### src/hdl/lrup_pkg.sv
`timescale 1ns / 1ps
// shared field widths, stream layouts and lookup flag type for the lru page replacement block
package lrup_pkg;

    localparam int unsigned PAGE_W      = 8;
    localparam int unsigned SLOT_W      = 2;
    localparam int unsigned FCOUNT_W    = 16;

    localparam int unsigned S_TDATA_W   = 8;

    // result beat layout, lowest bit first
    localparam int unsigned HIT_LSB     = 0;
    localparam int unsigned SLOT_LSB    = HIT_LSB + 1;
    localparam int unsigned EVV_LSB     = SLOT_LSB + SLOT_W;
    localparam int unsigned EVP_LSB     = EVV_LSB + 1;
    localparam int unsigned FCOUNT_LSB  = EVP_LSB + PAGE_W;
    localparam int unsigned M_USED_W    = FCOUNT_LSB + FCOUNT_W;
    localparam int unsigned M_TDATA_W   = ((M_USED_W + 7) / 8) * 8;

    localparam logic [FCOUNT_W-1:0] FCOUNT_MAX = '1;

    typedef struct packed {
        logic hit;
        logic evict;
    } t_lkp_flags;

endpackage

### src/hdl/lrup_lookup.sv
`timescale 1ns / 1ps
// frame lookup: parallel compare, empty frame search and victim choice
module lrup_lookup #(
    parameter int unsigned FRAMES    = 4,
    parameter int unsigned PAGE_BITS = 8,
    parameter int unsigned IDX_W     = 2
) (
    input  logic [PAGE_BITS-1:0]             i_page,
    input  logic [FRAMES-1:0][PAGE_BITS-1:0] i_frame_page,
    input  logic [FRAMES-1:0]                i_frame_valid,
    input  logic [FRAMES-1:0][IDX_W-1:0]     i_rank,
    output lrup_pkg::t_lkp_flags             o_flags,
    output logic [IDX_W-1:0]                 o_slot
);
    import lrup_pkg::*;

    logic             hit_any;
    logic             empty_any;
    logic [IDX_W-1:0] hit_idx;
    logic [IDX_W-1:0] empty_idx;
    logic [IDX_W-1:0] lru_idx;

    always_comb begin
        hit_any   = 1'b0;
        empty_any = 1'b0;
        hit_idx   = '0;
        empty_idx = '0;
        lru_idx   = '0;
        // scan downward so the lowest index wins
        for (int i = FRAMES - 1; i >= 0; i--) begin
            if (i_frame_valid[i] && (i_frame_page[i] == i_page)) begin
                hit_any = 1'b1;
                hit_idx = IDX_W'(i);
            end
            if (!i_frame_valid[i]) begin
                empty_any = 1'b1;
                empty_idx = IDX_W'(i);
            end
            if (i_rank[i] == '0) begin
                lru_idx = IDX_W'(i);
            end
        end
    end

    always_comb begin
        o_flags.hit   = hit_any;
        o_flags.evict = !hit_any && !empty_any;
        priority if (hit_any) begin
            o_slot = hit_idx;
        end else if (empty_any) begin
            o_slot = empty_idx;
        end else begin
            o_slot = lru_idx;
        end
    end

endmodule

### src/hdl/lrup_rank.sv
`timescale 1ns / 1ps
// recency rank update: touched frame becomes newest, newer frames shift down
module lrup_rank #(
    parameter int unsigned FRAMES = 4,
    parameter int unsigned IDX_W  = 2
) (
    input  logic [FRAMES-1:0][IDX_W-1:0] i_rank,
    input  logic [IDX_W-1:0]             i_slot,
    output logic [FRAMES-1:0][IDX_W-1:0] o_rank
);
    import lrup_pkg::*;

    logic [IDX_W-1:0] old_rank;

    always_comb begin
        old_rank = i_rank[i_slot];
        for (int i = 0; i < FRAMES; i++) begin
            if (IDX_W'(i) == i_slot) begin
                o_rank[i] = IDX_W'(FRAMES - 1);
            end else if (i_rank[i] > old_rank) begin
                o_rank[i] = i_rank[i] - IDX_W'(1);
            end else begin
                o_rank[i] = i_rank[i];
            end
        end
    end

endmodule

### src/hdl/lru_page_replacement.sv
`timescale 1ns / 1ps
// top level of the lru page replacement block
// Takes one page reference per beat and answers with one result beat: hit,
// frame slot, evicted page and the saturating fault count. Ranks give true
// LRU over FRAMES frames; empty frames fill lowest first. A beat with tlast
// gets a normal answer, then the frames, ranks and fault count return to
// their reset state. One beat per clock is sustained unless m_axis_tready
// stalls the result register: a reference sits in an input register and is
// resolved against the frame table in the cycle that moves it into the
// result register, so the next reference already sees the updated table.
module lru_page_replacement #(
    parameter int unsigned FRAMES    = 4,
    parameter int unsigned PAGE_BITS = 8
) (
    input  logic                           i_clk,
    input  logic                           i_rst_n,
    input  logic                           s_axis_tvalid,
    output logic                           s_axis_tready,
    // page[7:0]
    input  logic [lrup_pkg::S_TDATA_W-1:0] s_axis_tdata,
    input  logic                           s_axis_tlast,
    output logic                           m_axis_tvalid,
    input  logic                           m_axis_tready,
    // hit[0], slot[2:1], evicted_valid[3], evicted_page[11:4],
    // fault_count[27:12], zero fill above
    output logic [lrup_pkg::M_TDATA_W-1:0] m_axis_tdata
);
    import lrup_pkg::*;

    localparam int unsigned IDX_W = (FRAMES > 1) ? $clog2(FRAMES) : 1;

    // input register
    logic                 r_in_valid;
    logic [PAGE_W-1:0]    r_in_page;
    logic                 r_in_last;

    // frame table
    logic [FRAMES-1:0][PAGE_BITS-1:0] r_frame_page;
    logic [FRAMES-1:0]                r_frame_valid;
    logic [FRAMES-1:0][IDX_W-1:0]     r_rank;
    logic [FCOUNT_W-1:0]              r_faults;

    // result register
    logic                 r_out_valid;
    logic                 r_out_hit;
    logic [SLOT_W-1:0]    r_out_slot;
    logic                 r_out_evv;
    logic [PAGE_W-1:0]    r_out_evp;
    logic [FCOUNT_W-1:0]  r_out_fcount;

    logic                             advance;
    logic [PAGE_BITS+PAGE_W-1:0]      page_ext;
    logic [PAGE_BITS-1:0]             page_m;
    t_lkp_flags                       flags;
    logic [IDX_W-1:0]                 slot;
    logic [FRAMES-1:0][IDX_W-1:0]     n_rank;
    logic [FCOUNT_W-1:0]              n_faults;
    logic [IDX_W+SLOT_W-1:0]          slot_ext;
    logic [PAGE_BITS+PAGE_W-1:0]      evp_ext;

    assign advance       = r_in_valid && (!r_out_valid || m_axis_tready);
    assign s_axis_tready = !r_in_valid || advance;

    assign page_ext = {{PAGE_BITS{1'b0}}, r_in_page};
    assign page_m   = page_ext[PAGE_BITS-1:0];

    lrup_lookup #(
        .FRAMES    (FRAMES),
        .PAGE_BITS (PAGE_BITS),
        .IDX_W     (IDX_W)
    ) u_lookup (
        .i_page        (page_m),
        .i_frame_page  (r_frame_page),
        .i_frame_valid (r_frame_valid),
        .i_rank        (r_rank),
        .o_flags       (flags),
        .o_slot        (slot)
    );

    lrup_rank #(
        .FRAMES (FRAMES),
        .IDX_W  (IDX_W)
    ) u_rank (
        .i_rank (r_rank),
        .i_slot (slot),
        .o_rank (n_rank)
    );

    always_comb begin
        if (!flags.hit && (r_faults != FCOUNT_MAX)) begin
            n_faults = r_faults + FCOUNT_W'(1);
        end else begin
            n_faults = r_faults;
        end
    end

    assign slot_ext = {{SLOT_W{1'b0}}, slot};
    assign evp_ext  = {{PAGE_W{1'b0}}, r_frame_page[slot]};

    always_ff @(posedge i_clk) begin
        if (!i_rst_n) begin
            r_in_valid <= 1'b0;
        end else if (s_axis_tready) begin
            r_in_valid <= s_axis_tvalid;
        end
    end

    always_ff @(posedge i_clk) begin
        if (s_axis_tready && s_axis_tvalid) begin
            r_in_page <= s_axis_tdata[PAGE_W-1:0];
            r_in_last <= s_axis_tlast;
        end
    end

    always_ff @(posedge i_clk) begin
        if (!i_rst_n) begin
            r_frame_valid <= '0;
            r_faults      <= '0;
            for (int i = 0; i < FRAMES; i++) begin
                r_rank[i] <= IDX_W'(i);
            end
        end else if (advance) begin
            if (r_in_last) begin
                r_frame_valid <= '0;
                r_faults      <= '0;
                for (int i = 0; i < FRAMES; i++) begin
                    r_rank[i] <= IDX_W'(i);
                end
            end else begin
                if (!flags.hit) begin
                    r_frame_valid[slot] <= 1'b1;
                end
                r_faults <= n_faults;
                r_rank   <= n_rank;
            end
        end
    end

    always_ff @(posedge i_clk) begin
        if (advance && !flags.hit) begin
            r_frame_page[slot] <= page_m;
        end
    end

    always_ff @(posedge i_clk) begin
        if (!i_rst_n) begin
            r_out_valid <= 1'b0;
        end else if (advance) begin
            r_out_valid <= 1'b1;
        end else if (m_axis_tready) begin
            r_out_valid <= 1'b0;
        end
    end

    always_ff @(posedge i_clk) begin
        if (advance) begin
            r_out_hit    <= flags.hit;
            r_out_slot   <= slot_ext[SLOT_W-1:0];
            r_out_evv    <= flags.evict;
            r_out_evp    <= flags.evict ? evp_ext[PAGE_W-1:0] : '0;
            r_out_fcount <= n_faults;
        end
    end

    assign m_axis_tvalid = r_out_valid;
    assign m_axis_tdata  = M_TDATA_W'({r_out_fcount, r_out_evp, r_out_evv,
                                       r_out_slot, r_out_hit});

endmodule

### config.mk
export PLATFORM = sky130hd
export DESIGN_NAME = lru_page_replacement
export DESIGN_NICKNAME = d
export VERILOG_FILES = /design/src/hdl/lrup_pkg.sv /design/src/hdl/lrup_lookup.sv /design/src/hdl/lrup_rank.sv /design/src/hdl/lru_page_replacement.sv
export SDC_FILE = /design/constraint.sdc
export NUM_CORES = 1
export LEC_CHECK = 0
export BUFFER_PORTS_ARGS = -buffer_cell sky130_fd_sc_hd__buf_2
export CAP_MARGIN = 20
export CELL_PAD_IN_SITES_DETAIL_PLACEMENT = 1
export CELL_PAD_IN_SITES_GLOBAL_PLACEMENT = 2
export CORE_ASPECT_RATIO = 1.4
export CORE_UTILIZATION = 35
export DETAILED_ROUTE_END_ITERATION = 16
export GPL_TIMING_DRIVEN = 1
export PLACE_DENSITY_LB_ADDON = 0.1
export SYNTH_ARGS = -nofsm -noshare
export SYNTH_HDL_FRONTEND = slang
export SYNTH_HIERARCHICAL = 1
export SYNTH_SLANG_ARGS = --single-unit
export TNS_END_PERCENT = 30
### constraint.sdc
create_clock -name i_clk -period 4.83 [get_ports i_clk]
set_input_delay 0.966 -clock i_clk [delete_from_list [all_inputs] [get_ports i_clk]]
set_output_delay 0.966 -clock i_clk [all_outputs]
set_load 0.03 [all_outputs]
[Yosys cells after proc, flatten, opt, wreduce, memory -nomap -nowiden]
Index checks and enable logic that the tools add are counted.
Cells by class
  add/sub/neg operators: 5
  magnitude comparators: 6
  equal/unequal tests: 9
  multiplexer cells: 46
  bitwise operators: 1
  reductions and logical operators: 31
Operator list (number)
  $mux 2: 23
  $bwmux 32: 1
  $eq 8x8->1: 4
  $mux 16: 2
  $mux 8: 3
  $add 16x1->16 const B: 1
  $bmux 8 s2: 1
  $demux 8 s2: 1
  $ne 16x16->1 const B: 1
  $reduce_bool 3->1: 4
  $mux 1: 11
  $logic_and 1x1->1: 10
  $logic_not 2->1: 5
  $reduce_and 2->1: 5
  $gt 2x2->1: 4
  $mux 4: 2
  $sub 2x1->2 const B: 4
  $bmux 2 s2: 1
  $eq 2x2->1 const A: 2
  $logic_not 1->1: 4
  $or 4x4->4: 1
  $lt 2x3->1 const B: 1
  $demux 1 s2: 1
  $eq 1x2->1 const A: 1
  4 further kinds: 5
Storage, ports and cells
  register bits: 99
  input bits: 13
  output and inout bits: 34
  logic and storage cells: 117

[Depth between registers and ports, before layout]
  depth in word-level cells: 14
  depth in mapped cells: 14
  gate-level depth less buffers: 14

[Hierarchy]
The synthesis kept the hierarchy.
By module, submodules not included
  lru_page_replacement: instances 1, cells an instance 318, area each 4161.5 um^2, sequential area each 2672.6 um^2
  lrup_lookup: instances 1, cells an instance 72, area each 506.7 um^2, sequential area each 0.0 um^2
  lrup_rank: instances 1, cells an instance 50, area each 364.1 um^2, sequential area each 0.0 um^2

[Worst setup path before layout]
No wires, ideal clock.
  path kind: flip-flop to flip-flop
  start: register r_in_page[3] (netlist: page_m[3])
  end: register r_frame_page[10] (netlist name) (enable)
  library setup time: 401 ps
  arrival time: 3499 ps
  required time: 4429 ps
  path slack: 930 ps
  stages on the path, launching flop included: 8
  buffers on the path: 1
  clock period less this slack: 3900 ps
  cells stage by stage: edfxtp_1 -> xor2_1 -> nor4_1 -> nand4_1 -> a41o_1 -> a31oi_1 -> buf_1 -> nor4b_1
Between the ends
  cells in the longest elaborated chain, start to end: 8
  elaborated cells between the ends (all ways): 14
  those cells by class: 4 x eq/ne; 4 x mux; 6 x reduce/logical
Ends and longest elaborated chain
  start, declared: RTL line lru_page_replacement.sv:34  | logic [PAGE_W-1:0] r_in_page;
  start signal, assigned: RTL line lru_page_replacement.sv:110  | r_in_page <= s_axis_tdata[PAGE_W-1:0];
  $eq 8x8->1: RTL line lrup_lookup.sv:31  | if (i_frame_valid[i] && (i_frame_page[i] == i_page)) begin
  $logic_and 1x1->1: RTL line lrup_lookup.sv:31
  $mux 1 (3 in series): RTL line lrup_lookup.sv:31
  $mux 1 (*): RTL line lrup_lookup.sv:31
  $logic_not 1->1 (*): RTL line lru_page_replacement.sv:140  | if (advance && !flags.hit) begin
  $logic_and 1x1->1 (*): RTL line lru_page_replacement.sv:140
  end signal, assigned by index: RTL line lru_page_replacement.sv:141  | r_frame_page[slot] <= page_m;
  end, declared: RTL line lru_page_replacement.sv:38  | logic [FRAMES-1:0][PAGE_BITS-1:0] r_frame_page;
Every way passes the cells marked *; elsewhere a longest branch is shown, timed or not.
A chain may end at the register's enable or synchronous reset.

==> impl_metrics.py <==
metrics = {
    "status": {
        "outcome": "finished, final reports clean",
    },
    "place": {
        "gp_congestion": 0.776,
        "dp_hpwl_um": 9080,
        "io_buffers": 42,
        "dp.cells": 651,
    },
    "global_routing": {
        "grt_start_max_net_pins": 39,
        "grt_pass1_wl_um": 20800,
        "antenna_found_initial": 0,
        "overflow": 0,
        "gr-usage-all-layers_pct": 19.1,
        "grt_pass1_vias": 3703,
    },
    "floorplanning": {
        "rows": 51,
        "die_area_um2": 14900,
        "core_um2": 14000,
        "die_y_um": 144,
        "start_util_pct": 36.0,
        "fp.dieW_um": 103,
        "pin_count": 47,
    },
    "sta": {
        "tightest_slew_ns": 0.912,
        "skew_ns": 0.0106,
        "rsz0062_at_grt": "false",
        "tns_ns": 0,
        "max_freq_mhz": 244,
        "slew_violations": 0,
        "maxSlewHeadroom_pct": 38.7,
        "hold_viol": 0,
        "fin_crit_ns": 4.10,
        "timing.final.crit_share_pct": 84.9,
        "finalSetupViolations": 0,
        "whs_ns": 0.527,
    },
    "synthesis": {
        "syn_inst": 440,
        "yosysWarnings": 6,
        "synthSimpleGateAreaFrac_pct": 18.4,
        "netlist-cell-type-count": 55,
        "avgSynthCellArea_um2": 11.4,
        "synth_ff_type": "edfxtp_1",
        "ys_seq_area_share_pct": 53.1,
        "synth.area.top_cells": "edfxtp_1 (41%), dfxtp_1 (12%), xnor2_1 (4.2%), xor2_1 (4.2%), mux4_2 (4.0%)",
        "synth_top_area_share_pct": 41.2,
        "muxShareOfSynthArea_pct": 4.77,
        "synth-async-reset-ratio_pct": 0,
        "synth_adder_area_share_pct": 2.24,
        "synth_top_family_by_area": "simple AND/OR/NAND/NOR gates",
        "synth_top_area_cell": "edfxtp_1",
        "synth_edf_count": 69,
        "synth_xor_area_share_pct": 8.35,
        "synth_compound_area_share_pct": 9.27,
        "netlist_area_um2": 5030,
        "ys_ff_latch": 99,
    },
    "clock_tree": {
        "clockBufferDepth": 2,
        "cts_resized": 0,
        "clk_pin_slew_ns": 0.08,
        "insertion_delay_ns": 0.35,
        "postCtsSetupBuffers": 0,
        "cts_tree": "built",
        "htreeDepth": 3,
        "ctsHoldBuffers": 0,
        "cts_root_buf": "clkbuf_16",
        "numCtsBuffers": 9,
        "cts_sinks": 99,
    },
    "setup_path": {
        "crit_arrival_ns": 4.31,
        "critPathMostFrequentCell": "xor2_1",
        "critPathBufInv": 1,
        "critical_path.cell_chain": "xor2_1 > nor4_1 > nand4_1 > a41o_1 > a31oi_2 > mux4_2 > inv_1 > ha_1 > nor2b_1 > o211ai_1 > xor2_1 > nand2_1 > nor3_1 > o21ai_0",
        "endpoint_kind": "flip-flop",
        "cpMaxStageDelayCell": "mux4_2",
        "critPathMaxFanout": 9,
        "critPathLaunchType": "flip-flop",
        "required_ns": 5.04,
        "critical_path.top_delay_family": "simple AND/OR/NAND/NOR gates",
        "critPathMaxStageDelay_ns": 0.56,
        "critPathKind": "flip-flop to flip-flop",
    },
    "power_and_ir_drop": {
        "peakVddDrop_mv": 0.194,
        "leakage_uw": 0.00199,
        "power.density_nw_per_um2": 318,
    },
    "layout": {
        "multi_input_area_um2": 2200,
        "final_cell_mix": "edfxtp_1 (69), buf_2 (42), nand2_1 (36)",
        "layout.nets": 500,
        "num-fill-cells": 1549,
        "area_growth_pct": 13.4,
        "drive_gt1_share_pct": 18.2,
        "seq_area_um2": 2670,
        "final_common_cell": "edfxtp_1",
        "n_antenna_cell": 0,
        "fin_util_pct": 40.8,
        "fin_cells": 668,
    },
    "drt": {
        "firstDrtPassIters": 4,
        "final_antenna_net_count": 0,
        "wl_per_cell_um": 19.7,
        "num_vias": 3604,
        "wl_met3_um": 263,
        "highest_layer": "met4",
        "routedLengthMet1_um": 5450,
        "initialDrtViolationCount": 104,
        "wl_met2_um": 7220,
        "route.final.wire_length_um": 13200,
        "viasPerCell": 5.40,
        "drcViolationCount": 0,
    },
    "hold_path": {
        "hold_path.class": "flip-flop to flip-flop",
    },
    "run": {
        "cap_violations": 0,
    },
}
-- area by class of cell --
type	instances	area share [%]
tap	185	4.06
inverter	10	0.658
multi-input combinational	306	38.5
timing repair buffer	52	4.95
clock buffer	9	3.95
clock inverter	7	1.05
sequential	99	46.8
-- metal layers --
| layer | up-vias | global-route usage [%] |
|---|---|---|
| met5 | - | 0 |
| met3 | 16 | 2.97 |
| li1 | 1727 | - |
| met1 | 1817 | 22.3 |
| met2 | 44 | 35.0 |
| met4 | 0 | 6.00 |
-- logic make-up (layout without fill, tap and decap cells) --
logic type               after synthesis  in the layout
flip-flops                            99             99
multiplexers                          11             11
AO/OA/AOI/OAI                         69             69
XOR/XNOR                              48             48
AND/OR/NAND/NOR                      165            165
adder cells (fa/ha/maj)                9              9
other                                  1              4
buffers and inverters                 38             78
-- metrics by stage --
| stage | area [µm²] | setup slack (ns) | total power [µW] |
|---|---|---|---|
| after floorplan | 5040 | 0.930 | 1090 |
| after global placement | 5420 | 0.832 | 1140 |
| after detailed placement | 5420 | 0.698 | 1150 |
| after CTS | 5700 | 0.661 | 1850 |
| after global routing | 5710 | 0.316 | 1900 |
| final | 5710 | 0.728 | 1820 |
-- registers in the layout (all words and copies together) (netlist names) --
name           count
r_frame_valid      4
r_out_fcount      16
r_faults          16
r_frame_page      32
m_axis_tvalid      1
page_m             8
r_in_valid         1
r_rank             8
r_out_slot         2
r_out_hit          1
r_out_evv          1
r_in_last          1
r_out_evp          8
-- synth_stat cells (2+ instances only) --
master / n
a21oi_1: 10
a31oi_1: 10
a41oi_1: 2
and2_1: 9
and3_1: 3
and4_1: 3
and4b_1: 3
buf_1: 2
buf_2: 3
buf_4: 8
buf_6: 2
clkbuf_1: 13
dfxtp_1: 30
edfxtp_1: 69
ha_1: 9
inv_1: 9
mux4_2: 9
nand2_1: 36
nand2b_1: 3
nand3_1: 27
nand4_1: 15
nand4_4: 2
nor2_1: 18
nor2b_1: 8
nor3_1: 11
nor4_1: 4
nor4b_1: 2
o211ai_1: 11
o21a_1: 5
o21ai_0: 16
o311ai_0: 5
or2_2: 2
or3_1: 9
or4_1: 5
xnor2_1: 24
xor2_1: 24
-- report_power, final --
group	switching [µW]	internal (µW)	leakage, µW	total, µW
registers	25.4	931	0.000885	956
clock network	334	359	0.000137	692
logic	108	61.2	0.000970	169
-- worst reg2reg max path: cells and delay by family, from the launching register on --
| family | cells | cell delay [ns] |
|---|---|---|
| AND/OR/NAND/NOR | 5 | 1.05 |
| buffers and inverters | 1 | 0.15 |
| multiplexers | 1 | 0.56 |
| flip-flops | 1 | 0.53 |
| XOR/XNOR | 2 | 0.40 |
| adder cells (fa/ha/maj) | 1 | 0.26 |
| AO/OA/AOI/OAI | 4 | 1.03 |
-- final timing paths --
kind	startpoint	cells past startpoint	slack, ns	endpoint
min	r_rank[0]	2	0.53	r_rank[0]
max	page_m[1]	14	0.73	r_rank[5]
min reg2reg	r_rank[0]	2	0.53	r_rank[0]
max reg2reg	page_m[1]	14	0.73	r_rank[5]
(Power assumes the default switching activity.)
